===== config.mk =====
export PLATFORM = sky130hd
export DESIGN_NAME = json_string_unescape_utf8_unit_flat
export DESIGN_NICKNAME = d
export VERILOG_FILES = /design/src/hw/rtl/jsu_pkg.sv /design/src/hw/rtl/jsu_req_if.sv /design/src/hw/rtl/jsu_rsp_if.sv /design/src/hw/rtl/jsu_step.sv /design/src/hw/rtl/json_string_unescape_utf8_unit.sv /design/src/flat_wrapper.sv
export SDC_FILE = /design/constraint.sdc
export NUM_CORES = 1
export LEC_CHECK = 0
export ABC_CLOCK_PERIOD_IN_PS = 3250
export BUFFER_PORTS_ARGS = -buffer_cell sky130_fd_sc_hd__buf_2
export CORE_MARGIN = 4
export CORE_UTILIZATION = 54
export DETAILED_ROUTE_END_ITERATION = 10
export HOLD_SLACK_MARGIN = 0.1
export PLACE_DENSITY = 0.88
export SETUP_SLACK_MARGIN = 0.4
export SLEW_MARGIN = 40
export SYNTH_ARGS = -nofsm -noshare
export SYNTH_HDL_FRONTEND = slang
export SYNTH_SLANG_ARGS = --single-unit

===== constraint.sdc =====
create_clock -name clock -period 3.25 [get_ports clock]
set_input_delay 0.325 -clock clock [delete_from_list [all_inputs] [get_ports clock]]
set_output_delay 0.325 -clock clock [all_outputs]
set_load 0.1 [all_outputs]

===== src/hw/rtl/jsu_pkg.sv =====
// Shared types and constants for the JSON string unescape / UTF-8 decode unit.
// No dependencies; imported by the channel interfaces and all modules.

package jsu_pkg;

   localparam int ByteW   = 8;
   localparam int CpW     = 21;
   localparam int StatusW = 4;

   // decoder modes
   localparam logic [1:0] MODE_TEXT = 2'd0;
   localparam logic [1:0] MODE_ESC  = 2'd1;
   localparam logic [1:0] MODE_HEX  = 2'd2;
   localparam logic [1:0] MODE_UTF  = 2'd3;

   // result status codes
   localparam logic [StatusW-1:0] ST_CHAR        = 4'd0;
   localparam logic [StatusW-1:0] ST_CLOSED      = 4'd1;
   localparam logic [StatusW-1:0] ST_NUL         = 4'd2;
   localparam logic [StatusW-1:0] ST_BAD_LEAD    = 4'd3;
   localparam logic [StatusW-1:0] ST_BAD_CONT    = 4'd4;
   localparam logic [StatusW-1:0] ST_OVERLONG3   = 4'd5;
   localparam logic [StatusW-1:0] ST_OVERLONG4   = 4'd6;
   localparam logic [StatusW-1:0] ST_ESC_NUL     = 4'd7;
   localparam logic [StatusW-1:0] ST_BAD_ESC     = 4'd8;
   localparam logic [StatusW-1:0] ST_HEX_NUL     = 4'd9;
   localparam logic [StatusW-1:0] ST_BAD_HEX     = 4'd10;
   localparam logic [StatusW-1:0] ST_UNPAIRED_HI = 4'd11;

   // characters of interest
   localparam logic [ByteW-1:0] CH_NUL       = 8'h00;
   localparam logic [ByteW-1:0] CH_QUOTE     = 8'h22;
   localparam logic [ByteW-1:0] CH_BACKSLASH = 8'h5C;
   localparam logic [ByteW-1:0] CH_SLASH     = 8'h2F;
   localparam logic [ByteW-1:0] CH_LOWER_B   = 8'h62;
   localparam logic [ByteW-1:0] CH_LOWER_F   = 8'h66;
   localparam logic [ByteW-1:0] CH_LOWER_N   = 8'h6E;
   localparam logic [ByteW-1:0] CH_LOWER_R   = 8'h72;
   localparam logic [ByteW-1:0] CH_LOWER_T   = 8'h74;
   localparam logic [ByteW-1:0] CH_LOWER_U   = 8'h75;
   localparam logic [ByteW-1:0] CH_BS        = 8'h08;
   localparam logic [ByteW-1:0] CH_FF        = 8'h0C;
   localparam logic [ByteW-1:0] CH_LF        = 8'h0A;
   localparam logic [ByteW-1:0] CH_CR        = 8'h0D;
   localparam logic [ByteW-1:0] CH_TAB       = 8'h09;

   // surrogate prefixes (top six bits of a 16-bit unit)
   localparam logic [5:0] SURR_HIGH = 6'b110110;
   localparam logic [5:0] SURR_LOW  = 6'b110111;

   localparam logic [CpW-1:0] MIN_CP3  = 21'h000800;
   localparam logic [CpW-1:0] MIN_CP4  = 21'h010000;
   localparam logic [CpW-1:0] SUPP_BASE = 21'h010000;

   typedef struct packed {
      logic [1:0]     mode;
      logic [1:0]     utf_remaining;
      logic [2:0]     utf_length;
      logic [CpW-1:0] accum;
      logic [1:0]     hex_count;
      logic [15:0]    high_half;
      logic           pair_pending;
   } dec_state_type;

   typedef struct packed {
      logic               valid;
      logic [CpW-1:0]     code_point;
      logic [StatusW-1:0] status;
   } dec_result_type;

endpackage


===== src/hw/rtl/jsu_req_if.sv =====
// Input byte channel: valid/ready handshake carrying one raw string byte.
// Depends on jsu_pkg.

interface jsu_req_if
   import jsu_pkg::*;
   ();
   logic             valid;
   logic             ready;
   logic [ByteW-1:0] byte_in;

   modport source (output valid, output byte_in, input ready);
   modport sink   (input valid, input byte_in, output ready);
endinterface


===== src/hw/rtl/jsu_rsp_if.sv =====
// Result channel: valid/ready handshake carrying one decoded code point or status.
// Depends on jsu_pkg.

interface jsu_rsp_if
   import jsu_pkg::*;
   ();
   logic               valid;
   logic               ready;
   logic [CpW-1:0]     code_point;
   logic [StatusW-1:0] status;
   logic               last;

   modport source (output valid, output code_point, output status, output last, input ready);
   modport sink   (input valid, input code_point, input status, input last, output ready);
endinterface


===== src/hw/rtl/jsu_step.sv =====
// One-byte decode step: next decoder state and optional result from current state.
// Purely combinational; depends on jsu_pkg.

module jsu_step
   import jsu_pkg::*;
(
   input  dec_state_type    cur,
   input  logic [ByteW-1:0] byte_in,
   output dec_state_type    nxt,
   output dec_result_type   res
);

   logic        hex_ok;
   logic [3:0]  hex_digit;
   logic [15:0] hex_acc;
   logic [CpW-1:0] utf_acc;

   always_comb begin
      hex_ok    = 1'b1;
      hex_digit = 4'd0;
      if (byte_in inside {[8'h30:8'h39]}) begin
         hex_digit = byte_in[3:0];
      end else if (byte_in inside {[8'h61:8'h66], [8'h41:8'h46]}) begin
         hex_digit = byte_in[3:0] + 4'd9;
      end else begin
         hex_ok = 1'b0;
      end
   end

   assign hex_acc = {cur.accum[11:0], hex_digit};
   assign utf_acc = {cur.accum[CpW-7:0], byte_in[5:0]};

   always_comb begin
      nxt            = cur;
      res.valid      = 1'b0;
      res.code_point = '0;
      res.status     = ST_CHAR;

      case (cur.mode)
         MODE_ESC: begin
            nxt.mode  = MODE_TEXT;
            res.valid = 1'b1;
            case (byte_in)
               CH_BACKSLASH: res.code_point = CpW'(CH_BACKSLASH);
               CH_QUOTE:     res.code_point = CpW'(CH_QUOTE);
               CH_SLASH:     res.code_point = CpW'(CH_SLASH);
               CH_LOWER_B:   res.code_point = CpW'(CH_BS);
               CH_LOWER_F:   res.code_point = CpW'(CH_FF);
               CH_LOWER_N:   res.code_point = CpW'(CH_LF);
               CH_LOWER_R:   res.code_point = CpW'(CH_CR);
               CH_LOWER_T:   res.code_point = CpW'(CH_TAB);
               CH_LOWER_U: begin
                  res.valid     = 1'b0;
                  nxt.mode      = MODE_HEX;
                  nxt.hex_count = 2'd0;
                  nxt.accum     = '0;
               end
               CH_NUL: begin
                  nxt        = '0;
                  res.status = ST_ESC_NUL;
               end
               default: begin
                  nxt        = '0;
                  res.status = ST_BAD_ESC;
               end
            endcase
         end

         MODE_HEX: begin
            if (!hex_ok) begin
               nxt        = '0;
               res.valid  = 1'b1;
               res.status = (byte_in == CH_NUL) ? ST_HEX_NUL : ST_BAD_HEX;
            end else if (cur.hex_count != 2'd3) begin
               nxt.accum     = CpW'(hex_acc);
               nxt.hex_count = cur.hex_count + 2'd1;
            end else begin
               nxt.mode      = MODE_TEXT;
               nxt.hex_count = 2'd0;
               nxt.accum     = '0;
               if (!cur.pair_pending) begin
                  if (hex_acc[15:10] == SURR_HIGH) begin
                     nxt.high_half    = hex_acc;
                     nxt.pair_pending = 1'b1;
                  end else begin
                     res.valid      = 1'b1;
                     res.code_point = CpW'(hex_acc);
                  end
               end else if (hex_acc[15:10] != SURR_LOW) begin
                  nxt        = '0;
                  res.valid  = 1'b1;
                  res.status = ST_UNPAIRED_HI;
               end else begin
                  nxt.pair_pending = 1'b0;
                  res.valid        = 1'b1;
                  res.code_point   = SUPP_BASE
                                     + CpW'({cur.high_half[9:0], hex_acc[9:0]});
               end
            end
         end

         MODE_UTF: begin
            if (!byte_in[7]) begin
               nxt        = '0;
               res.valid  = 1'b1;
               res.status = ST_BAD_CONT;
            end else if (cur.utf_remaining > 2'd1) begin
               nxt.accum         = utf_acc;
               nxt.utf_remaining = cur.utf_remaining - 2'd1;
            end else if (cur.utf_length == 3'd3 && utf_acc < MIN_CP3) begin
               nxt        = '0;
               res.valid  = 1'b1;
               res.status = ST_OVERLONG3;
            end else if (cur.utf_length == 3'd4 && utf_acc < MIN_CP4) begin
               nxt        = '0;
               res.valid  = 1'b1;
               res.status = ST_OVERLONG4;
            end else begin
               nxt.mode          = MODE_TEXT;
               nxt.utf_remaining = 2'd0;
               nxt.utf_length    = 3'd0;
               nxt.accum         = '0;
               res.valid         = 1'b1;
               res.code_point    = utf_acc;
            end
         end

         default: begin
            nxt.mode = MODE_TEXT;
            if (byte_in == CH_NUL) begin
               nxt        = '0;
               res.valid  = 1'b1;
               res.status = ST_NUL;
            end else if (byte_in == CH_QUOTE) begin
               nxt        = '0;
               res.valid  = 1'b1;
               res.status = ST_CLOSED;
            end else if (byte_in == CH_BACKSLASH) begin
               nxt.mode = MODE_ESC;
            end else if (!byte_in[7]) begin
               res.valid      = 1'b1;
               res.code_point = CpW'(byte_in);
            end else if (byte_in inside {[8'hC0:8'hDF]}) begin
               nxt.mode          = MODE_UTF;
               nxt.accum         = CpW'(byte_in[4:0]);
               nxt.utf_remaining = 2'd1;
               nxt.utf_length    = 3'd2;
            end else if (byte_in inside {[8'hE0:8'hEF]}) begin
               nxt.mode          = MODE_UTF;
               nxt.accum         = CpW'(byte_in[3:0]);
               nxt.utf_remaining = 2'd2;
               nxt.utf_length    = 3'd3;
            end else if (byte_in inside {[8'hF0:8'hF7]}) begin
               nxt.mode          = MODE_UTF;
               nxt.accum         = CpW'(byte_in[2:0]);
               nxt.utf_remaining = 2'd3;
               nxt.utf_length    = 3'd4;
            end else begin
               // stray continuation byte or F8..FF
               nxt        = '0;
               res.valid  = 1'b1;
               res.status = ST_BAD_LEAD;
            end
         end
      endcase
   end

endmodule


===== src/hw/rtl/json_string_unescape_utf8_unit.sv =====
// JSON string body decoder: backslash unescape, \uXXXX with surrogate pairing,
// UTF-8 decode. Byte input register, decode step, result register.
// Usage:
//   req_bus carries one byte of a string body per beat, starting after the
//   opening quote. rsp_bus returns at most one beat per byte: a code point
//   with status 0, or a terminal status (closing quote or an error code)
//   with last high and code_point zero. After a terminal beat the decoder is
//   back in plain text mode, ready for the next string.
//   Bytes that only advance the decoder (backslash, hex digits, UTF-8 lead
//   and inner continuation bytes, a held high surrogate) produce no beat.
//   Path: a byte is held in the input register, and its result is written to
//   the result register, which drives rsp_bus.
//   Throughput: one byte per cycle when rsp_bus does not stall; the whole
//   decode of a byte is one combinational step between the input and result registers.
//   Stall: while rsp_bus.ready is low and a result waits, the byte already in
//   the input register holds and req_bus.ready drops; a byte that produces no
//   result still needs the result register free to advance.
//   Reset (synchronous, active high) empties both registers and returns the
//   decoder to plain text mode with no surrogate pending.

module json_string_unescape_utf8_unit
   import jsu_pkg::*;
(
   input  logic      clock,
   input  logic      reset,
   jsu_req_if.sink   req_bus,
   jsu_rsp_if.source rsp_bus
);

   logic             in_valid_ff, in_valid_in;
   logic [ByteW-1:0] in_byte_ff;

   dec_state_type    state_ff, state_in;
   dec_result_type   step_res;

   logic               out_valid_ff, out_valid_in;
   logic [CpW-1:0]     out_cp_ff;
   logic [StatusW-1:0] out_status_ff;

   logic advance;
   logic req_take;

   jsu_step u_step (
      .cur     (state_ff),
      .byte_in (in_byte_ff),
      .nxt     (state_in),
      .res     (step_res)
   );

   assign advance      = !out_valid_ff || rsp_bus.ready;
   assign req_bus.ready = !in_valid_ff || advance;
   assign req_take     = req_bus.valid && req_bus.ready;

   always_comb begin
      in_valid_in = in_valid_ff;
      if (req_take) begin
         in_valid_in = 1'b1;
      end else if (advance) begin
         in_valid_in = 1'b0;
      end

      out_valid_in = out_valid_ff;
      if (advance) begin
         out_valid_in = in_valid_ff && step_res.valid;
      end
   end

   always_ff @(posedge clock) begin
      if (reset) begin
         in_valid_ff  <= 1'b0;
         out_valid_ff <= 1'b0;
         state_ff     <= '0;
      end else begin
         in_valid_ff  <= in_valid_in;
         out_valid_ff <= out_valid_in;
         if (in_valid_ff && advance) begin
            state_ff <= state_in;
         end
      end
   end

   always_ff @(posedge clock) begin
      if (req_take) begin
         in_byte_ff <= req_bus.byte_in;
      end
      if (advance && in_valid_ff && step_res.valid) begin
         out_cp_ff     <= step_res.code_point;
         out_status_ff <= step_res.status;
      end
   end

   assign rsp_bus.valid      = out_valid_ff;
   assign rsp_bus.code_point = out_cp_ff;
   assign rsp_bus.status     = out_status_ff;
   assign rsp_bus.last       = (out_status_ff != ST_CHAR);

endmodule

===== src/flat_wrapper.sv =====
// flat-port wrapper written by rule: the top's interface ports become plain ports
module json_string_unescape_utf8_unit_flat import jsu_pkg::*;
  (clock, reset, req_bus_valid, req_bus_byte_in, req_bus_ready, rsp_bus_valid, rsp_bus_code_point, rsp_bus_status, rsp_bus_last, rsp_bus_ready);
  jsu_req_if req_bus_i ();
  jsu_rsp_if rsp_bus_i ();
  input  logic clock;
  input  logic reset;
  input wire logic [$bits(req_bus_i.valid)-1:0] req_bus_valid;
  input wire logic [$bits(req_bus_i.byte_in)-1:0] req_bus_byte_in;
  output wire logic [$bits(req_bus_i.ready)-1:0] req_bus_ready;
  output wire logic [$bits(rsp_bus_i.valid)-1:0] rsp_bus_valid;
  output wire logic [$bits(rsp_bus_i.code_point)-1:0] rsp_bus_code_point;
  output wire logic [$bits(rsp_bus_i.status)-1:0] rsp_bus_status;
  output wire logic [$bits(rsp_bus_i.last)-1:0] rsp_bus_last;
  input wire logic [$bits(rsp_bus_i.ready)-1:0] rsp_bus_ready;
  assign req_bus_i.valid = req_bus_valid;
  assign req_bus_i.byte_in = req_bus_byte_in;
  assign req_bus_ready = req_bus_i.ready;
  assign rsp_bus_valid = rsp_bus_i.valid;
  assign rsp_bus_code_point = rsp_bus_i.code_point;
  assign rsp_bus_status = rsp_bus_i.status;
  assign rsp_bus_last = rsp_bus_i.last;
  assign rsp_bus_i.ready = rsp_bus_ready;
  json_string_unescape_utf8_unit u_core (.clock(clock), .reset(reset), .req_bus(req_bus_i), .rsp_bus(rsp_bus_i));
endmodule

**Word level (Yosys, flattened, before mapping)**

Index checks and enable logic that the tools add are counted.

- Bits in registers: 70
- Latch bits: 0
- Bits in writable memories: 0
- Bits in read-only memories: 0
- Bits of input ports: 12
- Logic and storage cells: 167
- Memories: 0

- Add/subtract/negate cells: 4
- Multipliers: 0
- Div/mod/pow operators: 0
- $lt $le $gt $ge: 15
- Equality and inequality tests: 30
- Shift operators: 0
- Muxes and demuxes: 76
- Bitwise logic cells: 0
- Reductions and logical operators: 30

Operators with widths:

| kind | count |
|---|---|
| two-way mux 47 bit | 5 |
| two-way mux 21 bit | 8 |
| case mux 47 bit (3 select lines) | 1 |
| two-way mux 19 bit | 6 |
| two-way mux 28 bit | 4 |
| two-way mux 26 bit | 3 |
| case mux 26 bit (3 select lines) | 1 |
| two-way mux 17 bit | 4 |
| equality test 8 x 7 -> 1 bit (second input constant) | 7 |
| case mux 7 bit (8 select lines) | 1 |
| two-way mux 23 bit | 2 |
| two-way mux 45 bit | 1 |
| two-way mux 22 bit | 2 |
| two-way mux 44 bit | 1 |
| two-way mux 4 bit | 8 |
| >= comparator 8 bit (second input constant) | 3 |
| <= comparator 8 bit (second input constant) | 3 |
| != test 6 x 3 -> 1 bit (second input constant) | 4 |
| adder 17 x 20 -> 21 bit (first input constant) | 1 |
| < comparator 21 x 12 -> 1 bit (second input constant) | 1 |
| < comparator 21 x 17 -> 1 bit (second input constant) | 1 |
| two-way mux 2 bit | 9 |
| equality test 8 x 6 -> 1 bit (second input constant) | 2 |
| >= comparator 8 x 7 -> 1 bit (second input constant) | 2 |
| 39 further kinds | 75 |

**Longest topological paths before layout**

- Word-level depth: 12
- Mapped depth: 11
- Mapped depth without buffers: 8

**Modules after synthesis**

Synthesis repeated with hierarchy kept, for this count alone.

- Cell total of the unflattened synthesis: 565
- Area, all modules: 5298.8 um2

Modules (own cells, without submodules):

| module | instances | cells each | area an instance (um2) | sequential area each (um2) |
|---|---|---|---|---|
| json_string_unescape_utf8_unit | 1 | 249 | 3226.8 | 1971.9 |
| jsu_step | 1 | 316 | 2072.0 | 0.0 |

**Worst setup path before layout**

No wires, ideal clock.

- Path kind: flip-flop to flip-flop
- Start: reg u_core.in_byte_ff[0]
- End: reg u_core.out_cp_ff[0], in the netlist u_core.rsp_bus.code_point[0] (enable)
- Library setup time: 0.407 ns
- Data arrival time: 2.769 ns
- Setup slack: 0.074 ns
- Stages on the path, launching flop included: 10
- Buffers on the path: 2
- Period minus slack after synthesis: 3.176 ns
- Path through: edfxtp_1 clkbuf_1 inv_1 ha_1 nor2b_1 and3_1 clkbuf_1 o21ai_0 nand2_1 nor2_1

- Longest elaborated chain between the ends: 11
- Elaborated cells between the ends (all ways): 36

Ends and longest elaborated chain:

| what | line | source |
|---|---|---|
| start, declared | json_string_unescape_utf8_unit.sv:31 | `logic [ByteW-1:0] in_byte_ff;` |
| start signal, assigned | json_string_unescape_utf8_unit.sv:84 | `in_byte_ff <= req_bus.byte_in;` |
| >= comparator 8 bit or <= comparator 8 bit (tied branches) | jsu_step.sv:153 | `end else if (byte_in inside {[8'hF0:8'hF7]}) begin` |
| logical AND 1 bit | jsu_step.sv:153 |  |
| two-way mux 1 bit | jsu_step.sv:153 |  |
| two-way mux 1 bit | jsu_step.sv:148 | `end else if (byte_in inside {[8'hE0:8'hEF]}) begin` |
| two-way mux 1 bit | jsu_step.sv:143 | `end else if (byte_in inside {[8'hC0:8'hDF]}) begin` |
| two-way mux 1 bit | jsu_step.sv:140 | `end else if (!byte_in[7]) begin` |
| two-way mux 26 bit | jsu_step.sv:138 | `end else if (byte_in == CH_BACKSLASH) begin` |
| two-way mux 1 bit | jsu_step.sv:134 | `end else if (byte_in == CH_QUOTE) begin` |
| two-way mux 1 bit | jsu_step.sv:130 | `if (byte_in == CH_NUL) begin` |
| case mux 26 bit (3 select lines) (*) | jsu_step.sv:39 | `case (cur.mode)` |
| logical AND 1 bit (*) | json_string_unescape_utf8_unit.sv:86 | `if (advance && in_valid_ff && step_res.valid) begin` |
| end signal, assigned | json_string_unescape_utf8_unit.sv:87 | `out_cp_ff <= step_res.code_point;` |
| end, declared | json_string_unescape_utf8_unit.sv:37 | `logic [CpW-1:0] out_cp_ff;` |

Mark *: on every way between the ends. The rest lies on a longest branch, timed or not.
A chain may end at the register's enable or synchronous reset.

**Worst setup path in the final report**

- Start: reg u_core.in_byte_ff[1]
- End: reg u_core.state_ff[1] in the netlist's numbering

- Longest elaborated chain between the ends: 10
- Elaborated cells between the ends (all ways): 59

Ends and longest elaborated chain:

| what | line | source |
|---|---|---|
| >= comparator 8 x 7 -> 1 bit or <= comparator 8 x 7 -> 1 bit (tied branches) | jsu_step.sv:23 | `end else if (byte_in inside {[8'h61:8'h66], [8'h41:8'h46]}) begin` |
| logical AND 1 bit | jsu_step.sv:23 |  |
| nonzero test 2 bit | jsu_step.sv:23 |  |
| two-way mux 4 bit | jsu_step.sv:23 |  |
| two-way mux 4 bit | jsu_step.sv:21 | `if (byte_in inside {[8'h30:8'h39]}) begin` |
| two-way mux 17 bit | jsu_step.sv:82 | `if (hex_acc[15:10] == SURR_HIGH) begin` |
| two-way mux 17 bit | jsu_step.sv:81 | `if (!cur.pair_pending) begin` |
| two-way mux 17 bit | jsu_step.sv:74 | `end else if (cur.hex_count != 2'd3) begin` |
| two-way mux 47 bit | jsu_step.sv:70 | `if (!hex_ok) begin` |
| case mux 47 bit (3 select lines) | jsu_step.sv:39 |  |
| end signal, assigned | json_string_unescape_utf8_unit.sv:77 | `state_ff <= state_in;` |
| end, declared | json_string_unescape_utf8_unit.sv:33 | `dec_state_type state_ff, state_in;` |

Parallel ways exist; a longest one is shown, timed or not. The select of a mux whose other input is x is not followed.

==> metrics.log <==
INFO  metric run_status = finished clean
INFO  metric worstSetupStartpointType = flop
INFO  metric die_w = 96.31 um
INFO  metric gpl.final_weighted_congestion = 0.9939
INFO  metric first_pass_grt_wire_length = 18890 um
INFO  metric rsz0062_at_grt = no
INFO  metric ys_warn_count = 0
INFO  metric slew-limit-headroom = 0.3982
INFO  metric tns = 0 ns
INFO  metric root_buffer = sky130_fd_sc_hd__clkbuf_8
INFO  metric core = 7408 um2
INFO  metric cts.clk_slew.worst_paths = 0.09 ns
INFO  metric fmaxAchievable = 0.3523 GHz
INFO  metric synth_most_common_cell = sky130_fd_sc_hd__nand2_1
INFO  metric initial_core_util = 0.5685
INFO  metric grt_max_degree = 30
INFO  metric syn_inst = 468
INFO  metric max-cap-violations = 0
INFO  metric routed_wire_length_per_instance = 20.28 um
INFO  metric final-max-slew-violation-count = 0
INFO  metric power.density = 453.4 nW/um2
INFO  metric globalRoute.totalOverflow = 0
INFO  metric tritoncts = done
INFO  metric post_route_cells_drive_above_1_share = 0.1945
INFO  metric synth.ff_latch_count = 70
INFO  metric critical_path_arrival = 3.12 ns
INFO  metric critPathMaxFanout = 10
INFO  metric finish.instance_area = 4835 um2
INFO  metric clock-skew-final = 0.01287 ns
INFO  metric num-nets-final = 527
INFO  metric classification_of_the_worst_setup_path = reg -> reg
INFO  metric length_of_the_first_detailed_routing_pass_in_iterations = 6
INFO  metric largest_cells_by_area_after_synthesis = sky130_fd_sc_hd__edfxtp_1 24%, sky130_fd_sc_hd__dfxtp_1 18%, sky130_fd_sc_hd__nand2_1 4.6%
INFO  metric ant_nets = 0
INFO  metric yosys_most_used_dff = sky130_fd_sc_hd__dfxtp_1
INFO  metric hold_buffers = 0
INFO  metric ys_seq_area_frac = 0.4112
INFO  metric placed_area = 4531 um2
INFO  metric design.die.area = 9276 um2
INFO  metric antenna_cells_inserted = 0
INFO  metric finalHoldViolations = 0
INFO  metric yosysTopAreaCellShare = 0.2353
INFO  metric numCtsBuffers = 9
INFO  metric netlist_area = 4212 um2
INFO  metric detail_route.iter0.violations = 610
INFO  metric async_reset_ff_frac = 0
INFO  metric cp_slowest_cell = sky130_fd_sc_hd__edfxtp_1
INFO  metric post_synth.cell_area_avg = 8.999 um2
INFO  metric htreeDepth = 3
INFO  metric worst_skew_pair.late_latency = 0.37 ns
INFO  metric synth_largest_area_cell = sky130_fd_sc_hd__edfxtp_1
INFO  metric critical_path_required = 3.53 ns
INFO  metric num_io_pins = 40
INFO  metric post_dp_hpwl = 8595 um
INFO  metric path_cells = inv_1 > ha_1 > nor2b_1 > and3_1 > nor3_4 > a41oi_2 > nor4_2 > buf_4 > mux2i_1
INFO  metric static-leakage-power = 1.676 nW
INFO  metric via_per_inst = 6.970
INFO  metric timing.final.setup_violations = 0
INFO  metric first_global_vias = 3680
INFO  metric globalRouteTotalUtil = 0.2665
INFO  metric die_height = 96.31 um
INFO  metric hold_slack = 0.1347 ns
INFO  metric post-layout-total-power = 2.192 mW
INFO  metric numClockSinks = 70
INFO  metric final_core_utilization = 0.6526
INFO  metric critPathCaptureType = flop
INFO  metric synth_nets = 491
INFO  metric synth_top_cells_by_count = 52 x sky130_fd_sc_hd__nand2_1, 40 x sky130_fd_sc_hd__nor2_1, 37 x sky130_fd_sc_hd__dfxtp_1, 33 x sky130_fd_sc_hd__edfxtp_1, 28 x sky130_fd_sc_hd__a21oi_1
INFO  metric wl = 12330 um
INFO  metric route.vias.total = 4238
INFO  metric layout_min_cycle_time = 2.839 ns
INFO  metric number_of_buffers_between_clock_root_and_the_deepest_sink = 2
INFO  metric row_count = 31
INFO  metric grt_antenna_before_repair = 0
INFO  metric synth_enable_flop_cells = 33
INFO  metric drc = 0
INFO  metric period_share = 0.8735
INFO  metric place.port_buffers = 39
INFO  metric flow.area_growth_from_synthesis = 14.80%
INFO  metric worst-slew-pin-transition = 0.9016 ns
INFO  metric hold_path.class = in -> reg
INFO  metric timing.critical_path.slowest_cell_delay = 0.51 ns
INFO  metric vdd.ir_drop.worst = 0.2041 mV
INFO  metric ys_types = 68
[final timing paths]
path | start | to | slack [ns] | cells after the start
worst min-delay path | req_bus_byte_in[5] | u_core.in_byte_ff[5]$_DFFE_PP_ | 0.13 | 1
worst max register to register | u_core.in_byte_ff[1]$_DFFE_PP_ | u_core.state_ff[1]$_SDFFE_PP0P_ | 0.41 | 9
worst max-delay path | u_core.in_byte_ff[1]$_DFFE_PP_ | u_core.state_ff[1]$_SDFFE_PP0P_ | 0.41 | 9
worst min register to register | u_core.state_ff[3]$_SDFFE_PP0P_ | u_core.state_ff[3]$_SDFFE_PP0P_ | 0.47 | 2
[area by class of cell]
type	count	area, um2
repair buffers	63	375.4
clock inverters	7	106.4
fillers	592	2574
well taps	99	123.9
multi-input cells	345	2317
inverters	15	56.30
clock buffers	9	123.9
flip-flops and latches	70	1732
[routing by layer]
metal	part of all wire	GRT usage	vias to the layer above
met5	0	0	-
met4	0.047	0.1414	0
met3	0.13	0.04691	70
met2	0.44	0.3968	377
met1	0.39	0.3677	1948
li1	-	-	1843
[power by group]
group	internal, mW	switching (mW)	leakage [nW]
sequential	0.958	0.0318	0.608
combinational	0.0925	0.290	0.952
clock	0.444	0.376	0.116
[critical path: cells and delay by family (launching register included)]
family / cells / cell delay [ns]
simple gates: 4 / 1.08
compound gates: 1 / 0.26
fa+ha+maj: 1 / 0.23
buf+inv: 2 / 0.39
flops: 1 / 0.51
mux: 1 / 0.27
[layout by cell type, fill, tap and decap left out, drive strengths merged, types with 6 or more instances in the layout]
cell type	instances
buf	63
nor3	24
o21ai	16
nand3	9
nand2	52
inv	17
a21oi	28
ha	11
o41ai	8
nand2b	6
nor4	6
mux2i	16
nor2	40
dfxtp	37
o211ai	9
nor3b	9
clkbuf	9
edfxtp	33
nor2b	7
a22oi	20
[cell families (layout without fill, tap and decap cells)]
| logic type | Yosys count | count (layout) | share of synthesized area |
|---|---|---|---|
| adder cells (fa/ha/maj) | 11 | 11 | 0.03268 |
| XOR/XNOR | 3 | 3 | 0.006240 |
| buffers and inverters | 53 | 94 | 0.05110 |
| flip-flops | 70 | 70 | 0.4112 |
| AND/OR/NAND/NOR | 184 | 184 | 0.2308 |
| AO/OA/AOI/OAI | 129 | 129 | 0.2246 |
| multiplexers | 18 | 18 | 0.04337 |
[flip-flops by register name (all words and copies together) (netlist names)]
| signal | count |
|---|---|
| u_core.in_byte_ff | 8 |
| u_core.in_valid_ff | 1 |
| u_core.rsp_bus.code_point | 21 |
| u_core.rsp_bus.status | 4 |
| u_core.rsp_bus.valid | 1 |
| u_core.state_ff | 35 |
[metrics by stage]
stage          instances  setup WS, ns
2_1_floorplan        468        0.4719
3_3_place_gp         588        0.5288
3_5_place_dp         588        0.3970
4_1_cts              604        0.4099
5_1_grt              608        0.3280
6_report             608        0.4112
[timing repair]
item,CTS,global route
endpoints found under the setup margin,10,30
pin swaps,0,1
resized for setup,2,5
setup buffers,0,4
Power figures use the tool's default switching activity.
